File: src/rtl/pres_pkg.sv
// Shared types, command codes and arithmetic step functions for the
// position ring speed estimator. No dependencies.
package pres_pkg;

  localparam int ROOT_W = 34;   // root of a 68-bit radicand, one bit per pair
  localparam int REM_W  = 36;   // square root partial remainder

  localparam logic [19:0] US_PER_S = 20'd1000000;

  localparam logic [31:0] ACCEL_POS_MAX = 32'h7FFF_FFFF;
  localparam logic [31:0] ACCEL_NEG_MAG = 32'h8000_0000;

  // iteration counts, two result bits per cycle
  localparam int CNT_W = 5;
  localparam logic [CNT_W-1:0] ROOT_STEPS = 5'd17;
  localparam logic [CNT_W-1:0] DIV_STEPS  = 5'd16;

  // datapath operation codes
  localparam logic [3:0] OP_NONE = 4'd0;
  localparam logic [3:0] OP_LOAD = 4'd1;
  localparam logic [3:0] OP_ABS  = 4'd2;
  localparam logic [3:0] OP_SQX  = 4'd3;
  localparam logic [3:0] OP_SQY  = 4'd4;
  localparam logic [3:0] OP_SUM  = 4'd5;
  localparam logic [3:0] OP_ROOT = 4'd6;
  localparam logic [3:0] OP_MULS = 4'd7;
  localparam logic [3:0] OP_DIVI = 4'd8;
  localparam logic [3:0] OP_DIV  = 4'd9;
  localparam logic [3:0] OP_SPD  = 4'd10;
  localparam logic [3:0] OP_DIFF = 4'd11;
  localparam logic [3:0] OP_ABSD = 4'd12;
  localparam logic [3:0] OP_MULA = 4'd13;
  localparam logic [3:0] OP_ACC  = 4'd14;
  localparam logic [3:0] OP_OUT  = 4'd15;

  typedef struct packed {
    logic [3:0] op;
    logic       ring_load;    // write sample into ring (seed on first)
    logic       ring_commit;  // store speed, advance pointer
  } pres_cmd_t;

  typedef struct packed {
    logic dt_zero;
  } pres_status_t;

  // one ring entry as read at the oldest position
  typedef struct packed {
    logic [31:0] x;
    logic [31:0] y;
    logic [31:0] t;
    logic [31:0] s;
  } pres_entry_t;

  typedef struct packed {
    logic [REM_W-1:0]  rem;
    logic [ROOT_W-1:0] root;
  } pres_sqrt_t;

  typedef struct packed {
    logic        q;
    logic [31:0] rem;
  } pres_div_t;

  // one restoring square root step on the next radicand bit pair
  function automatic pres_sqrt_t sqrt_step(pres_sqrt_t s, logic [1:0] pair);
    pres_sqrt_t  r;
    logic [REM_W+1:0] cur;
    logic [REM_W+1:0] trial;
    cur   = {s.rem, pair};
    trial = {2'b00, s.root, 2'b01};
    if (cur >= trial) begin
      r.rem  = REM_W'(cur - trial);
      r.root = {s.root[ROOT_W-2:0], 1'b1};
    end else begin
      r.rem  = cur[REM_W-1:0];
      r.root = {s.root[ROOT_W-2:0], 1'b0};
    end
    return r;
  endfunction

  // one restoring division step; rem stays below den
  function automatic pres_div_t div_step(logic [31:0] rem, logic b, logic [31:0] den);
    pres_div_t  r;
    logic [32:0] cur;
    cur = {rem, b};
    if (cur >= {1'b0, den}) begin
      r.q   = 1'b1;
      r.rem = 32'(cur - {1'b0, den});
    end else begin
      r.q   = 1'b0;
      r.rem = cur[31:0];
    end
    return r;
  endfunction

endpackage

File: src/rtl/pres_ctrl.sv
// Sequencer: walks the datapath through one estimate, holds the
// output-valid flag and the channel handshakes. Uses pres_pkg.
module pres_ctrl import pres_pkg::*; (
  input  logic         clk,
  input  logic         rst,
  input  logic         in_valid,
  output logic         in_ready,
  output logic         out_valid,
  input  logic         out_ready,
  input  pres_status_t status,
  output pres_cmd_t    cmd
);

  localparam logic [4:0] S_IDLE  = 5'd0;
  localparam logic [4:0] S_ABS   = 5'd1;
  localparam logic [4:0] S_SQX   = 5'd2;
  localparam logic [4:0] S_SQY   = 5'd3;
  localparam logic [4:0] S_SUM   = 5'd4;
  localparam logic [4:0] S_ROOT  = 5'd5;
  localparam logic [4:0] S_MULS  = 5'd6;
  localparam logic [4:0] S_DIVSI = 5'd7;
  localparam logic [4:0] S_DIVS  = 5'd8;
  localparam logic [4:0] S_SPD   = 5'd9;
  localparam logic [4:0] S_DIFF  = 5'd10;
  localparam logic [4:0] S_ABSD  = 5'd11;
  localparam logic [4:0] S_MULA  = 5'd12;
  localparam logic [4:0] S_DIVAI = 5'd13;
  localparam logic [4:0] S_DIVA  = 5'd14;
  localparam logic [4:0] S_ACC   = 5'd15;
  localparam logic [4:0] S_OUT   = 5'd16;

  logic [4:0]       state, state_next;
  logic [CNT_W-1:0] cnt, cnt_next;
  logic             out_valid_next;

  assign in_ready = (state == S_IDLE);

  always_comb begin
    state_next      = state;
    cnt_next        = '0;
    cmd.op          = OP_NONE;
    cmd.ring_load   = 1'b0;
    cmd.ring_commit = 1'b0;
    case (state)
      S_IDLE: begin
        if (in_valid) begin
          cmd.op        = OP_LOAD;
          cmd.ring_load = 1'b1;
          state_next    = S_ABS;
        end
      end
      S_ABS: begin
        cmd.op     = OP_ABS;
        state_next = status.dt_zero ? S_OUT : S_SQX;
      end
      S_SQX: begin
        cmd.op     = OP_SQX;
        state_next = S_SQY;
      end
      S_SQY: begin
        cmd.op     = OP_SQY;
        state_next = S_SUM;
      end
      S_SUM: begin
        cmd.op     = OP_SUM;
        state_next = S_ROOT;
      end
      S_ROOT: begin
        cmd.op = OP_ROOT;
        if (cnt == ROOT_STEPS - 1'b1) begin
          state_next = S_MULS;
        end else begin
          cnt_next = cnt + 1'b1;
        end
      end
      S_MULS: begin
        cmd.op     = OP_MULS;
        state_next = S_DIVSI;
      end
      S_DIVSI: begin
        cmd.op     = OP_DIVI;
        state_next = S_DIVS;
      end
      S_DIVS: begin
        cmd.op = OP_DIV;
        if (cnt == DIV_STEPS - 1'b1) begin
          state_next = S_SPD;
        end else begin
          cnt_next = cnt + 1'b1;
        end
      end
      S_SPD: begin
        cmd.op     = OP_SPD;
        state_next = S_DIFF;
      end
      S_DIFF: begin
        cmd.op     = OP_DIFF;
        state_next = S_ABSD;
      end
      S_ABSD: begin
        cmd.op     = OP_ABSD;
        state_next = S_MULA;
      end
      S_MULA: begin
        cmd.op     = OP_MULA;
        state_next = S_DIVAI;
      end
      S_DIVAI: begin
        cmd.op     = OP_DIVI;
        state_next = S_DIVA;
      end
      S_DIVA: begin
        cmd.op = OP_DIV;
        if (cnt == DIV_STEPS - 1'b1) begin
          state_next = S_ACC;
        end else begin
          cnt_next = cnt + 1'b1;
        end
      end
      S_ACC: begin
        cmd.op     = OP_ACC;
        state_next = S_OUT;
      end
      S_OUT: begin
        // result register free, or emptied in this same cycle
        if (!out_valid || out_ready) begin
          cmd.op          = OP_OUT;
          cmd.ring_commit = 1'b1;
          state_next      = S_IDLE;
        end
      end
      default: state_next = S_IDLE;
    endcase
  end

  always_comb begin
    if (cmd.op == OP_OUT) begin
      out_valid_next = 1'b1;
    end else if (out_ready) begin
      out_valid_next = 1'b0;
    end else begin
      out_valid_next = out_valid;
    end
  end

  always_ff @(posedge clk) begin
    if (rst) begin
      state     <= S_IDLE;
      cnt       <= '0;
      out_valid <= 1'b0;
    end else begin
      state     <= state_next;
      cnt       <= cnt_next;
      out_valid <= out_valid_next;
    end
  end

`ifndef SYNTHESIS
  a_no_overwrite: assert property (@(posedge clk) disable iff (rst)
    cmd.op == OP_OUT |-> !out_valid || out_ready)
    else $error("pending estimate overwritten");
  a_out_shown: assert property (@(posedge clk) disable iff (rst)
    cmd.op == OP_OUT |=> out_valid)
    else $error("estimate not presented after output load");
  a_zero_dt_skip: assert property (@(posedge clk) disable iff (rst)
    state == S_ABS && status.dt_zero |=> state == S_OUT)
    else $error("zero interval did not skip arithmetic");
  a_root_count: assert property (@(posedge clk) disable iff (rst)
    state == S_ROOT |-> cnt < ROOT_STEPS)
    else $error("root iteration count overrun");
  a_commit_once: assert property (@(posedge clk) disable iff (rst)
    cmd.ring_commit |=> state == S_IDLE && !cmd.ring_commit)
    else $error("ring commit outside end of item");
`endif

endmodule

File: config.mk
export PLATFORM = sky130hd
export DESIGN_NAME = pres_ctrl
export DESIGN_NICKNAME = d
export VERILOG_FILES = /design/src/rtl/pres_pkg.sv /design/src/rtl/pres_ctrl.sv
export SDC_FILE = /design/constraint.sdc
export NUM_CORES = 1
export LEC_CHECK = 0
export BUFFER_PORTS_ARGS = -buffer_cell sky130_fd_sc_hd__buf_2
export CAP_MARGIN = 15
export CORE_UTILIZATION = 36
export CTS_BUF_LIST = sky130_fd_sc_hd__clkbuf_4
export DETAILED_ROUTE_END_ITERATION = 6
export SYNTH_ARGS = -nofsm -noshare
export SYNTH_HDL_FRONTEND = slang
export SYNTH_SLANG_ARGS = --single-unit
File: constraint.sdc
create_clock -name clk -period 1.6 [get_ports clk]
set_input_delay 0.08 -clock clk [delete_from_list [all_inputs] [get_ports clk]]
set_output_delay 0.08 -clock clk [all_outputs]
set_load 0.02 [all_outputs]
==> results.md <==
- Outcome: complete, no violations
- Total track usage: between 10% and 20%
- GPL Wtd Cong: around 0.81
- Synthesized net count: 105
- 1st-iter DRT viols: 16
- CP endpoint kind: primary output
- Layout cell share with drive strength beyond 1: 40.50%
- Worst R2R End: state[1]$_SDFFE_PP0P_
- Total wire length: approximately 1900 um
- CTS tree: built
- Skew final: 0.001773 ns
- Inserted Clock Buffers: 3
- CTS H-tree lvls: 1
- Starting Density: approximately two fifths
- Worst hold start: rst
- Worst-Margin Slew: between 0.3 and 0.4 ns
- Placed cells: roughly 140
- Hold Path Sink: state[4]$_SDFFE_PP0P_
- Final count of hold timing violations: 0
- Cell family with most CP delay: flip-flops
- Non-Filler Instances: around 150
- Worst path required time: ~1.5 ns
- Seq cells post-synth: 11
- Number of max-cap violations: 0
- Post-DP HPWL: roughly 1400 um
- Syn Std Cell Area: about 770 um^2
- Die area: 0.002326 mm^2
- Hold Path Depth: 2
- Total Nets Final: 131
- Total grt overflow: 0
- CP Max Fanout: 7
- Seq/Total Area, Yosys: 28.62%
- I/O Buffers: 12
- Clk slew on worst S/H paths: 0.07 ns
- Crit path max-delay cell type: dfxtp_4
- Die Y: 48.23 um
- R2R Setup Slk: 0.06 ns
- Critical Path Start: state[1]$_SDFFE_PP0P_
- N_diodes: 0
- Number of remaining DRC errors: 0
- Max-Slew Margin vs Limit: between 70% and 80%
- Setup TNS: 0 ns
- Vias: ~770
- Vias per cell: ~5.2
- WL/cell: 12.64 um
- Crit path buffers/inverters: 2
- Hold Path Class: input port to flip-flop
- Unrepaired setup endpoints after global routing: yes
- Critical path class: flip-flop to primary output
- Most common cell after layout, fill and taps aside: buf_4
- Slew Limit Fails: 0
- Number of distinct library cells after synthesis: 32
- Leak pwr: 0.0004248 uW
- CP Cell Sequence: buf_6 > nor3_4 > a21oi_2 > a31oi_1 > nor2_1 > buf_4
- Worst R2R Path Depth: 7
- Tmin final: between 1.5 and 2 ns
- DRT Pass-1 Iters: 4
- Commonest non-fill, non-tap cells in the layout: buf_4, nor2_1, inv_1, buf_2, a21oi_1
- VDD IR max: 393.2 uV
- Critical R2R Launch: cnt[0]$_SDFF_PP0_
- Crit start category: flip-flop
- Crit-path max cell delay: a little under 0.4 ns
- FP Rows: 16
- Vias in the first global route: between 500 and 600
- Clock Path Buffers: 2
- Crit share post-route: around 99%
- Final hold slack: roughly 0.13 ns
- Synth Area per Inst: 8.016 um^2
- Fmax: between 600 and 700 MHz
- CTS root buf: clkbuf_4
- Synth warnings: 0
- Initial antenna violation count: 0
- Core footprint: about 0.002 mm^2
- Critical Path AT: roughly 1.5 ns
- Clk Latency, worst-skew pair: 0.26 ns
- Mapped Cells: 96
- Pin count of the biggest net entering global routing: 12
- # setup viols final: 0
- Clock tree sinks: 11
- Synth-to-layout area growth: 37.72%
- I/O pin count: 13
- Global-route wire length before repair: 2566 um
- Pwr Density: 603.4 mW/mm^2
- Die Span X: 48.23 um
- Remaining antenna violation count: 0
-- synth_stat cells --
cell type / count / area (um^2)
a2111oi_2: 1 / 15.01
nand3_1: 8 / 40.04
ha_1: 4 / 50.05
buf_1: 1 / 3.750
nor3_1: 2 / 10.01
a2bb2oi_1: 1 / 8.760
nand4_1: 1 / 6.260
inv_1: 8 / 30.03
buf_4: 1 / 7.510
a21o_1: 1 / 7.510
dfxtp_1: 11 / 220.2
xnor2_1: 3 / 26.28
nor2b_1: 3 / 18.77
o211ai_2: 1 / 12.51
nand4b_2: 1 / 15.01
o22ai_1: 2 / 12.51
nor3_2: 1 / 10.01
o22a_1: 1 / 8.760
o21a_1: 1 / 7.510
mux2_2: 1 / 11.26
a21oi_1: 8 / 40.04
nand2b_1: 3 / 18.77
nand4bb_1: 1 / 11.26
nand2_1: 3 / 11.26
a31oi_1: 4 / 25.02
nor2_1: 13 / 48.80
o31ai_1: 1 / 7.510
buf_2: 2 / 10.01
and3_1: 1 / 6.260
buf_6: 2 / 22.52
o32a_1: 2 / 20.02
xor2_1: 3 / 26.28
-- worst max path at each step --
stage,cells past startpoint,slack (ns),endpoint
2_1_floorplan,7,0.19,state[1]$_SDFFE_PP0P_
3_3_place_gp,7,0.13,state[1]$_SDFFE_PP0P_
3_5_place_dp,7,0.01,state[1]$_SDFFE_PP0P_
4_1_cts,6,0.004,cmd[2]
5_1_grt,5,-0.08,cmd[5]
6_report,6,0.02,cmd[2]
-- registers in the layout (all words and copies together), names as in the netlist --
signal and count:
cnt 5, out_valid 1, state 5
-- final cells by class --
cell class                      instances  area [um^2]
Multi-Input combinational cell         71        536.8
Sequential cell                        11        239.0
Timing Repair Buffer                   27        190.2
Fill cell                             179        922.1
Tap cell                               27        33.78
Clock buffer                            4        30.03
Inverter                                8        30.03
-- power breakdown --
| group | switching [uW] | internal, uW | total, uW | leakage, uW |
|---|---|---|---|---|
| clock network | 88.1 | 113 | 201 | 0.0000184 |
| registers | 11.0 | 274 | 285 | 0.0000935 |
| logic | 83.0 | 70.0 | 153 | 0.000313 |
| total | 182 | 457 | 639 | 0.000425 |
-- timing repair --
item	4_1_cts	5_1_grt
pin swaps	1	5
hold buffers	0	0
endpoints found under the setup margin	8	8
buffers inserted	3	4
gates resized for setup	15	13
-- cell families after synthesis --
logic type | Yosys count | share of synthesized area [%]
xor gates and xnor gates | 6 | 6.831
adders and majority gates | 4 | 6.504
DFF | 11 | 28.62
AOI/OAI and AO/OA | 23 | 21.46
and+or+nand+nor | 37 | 25.53
muxes | 1 | 1.463
buffers and inverters | 14 | 9.593
-- metal layers --
metal,vias to the layer above,GRT usage [%],part of all wire (%)
met5,-,0,0
met4,0,6.667,0.48
met3,2,4.444,3.1
met2,12,28.00,51
met1,367,20.22,45
li1,386,-,-
-- through the flow --
step	util (%)	instance area (um^2)	worst slack, ns	total power [uW]
after global placement	44.38	879.6	0.1327	419.4
after floorplan	-	769.5	0.1908	378.9
after global routing	53.47	1060	-0.08451	688.3
after detailed placement	44.38	879.6	0.009735	422.7
final	53.47	1060	0.02147	639.4
after CTS	49.68	984.7	0.004229	633.7
(Power assumes the default switching activity.)
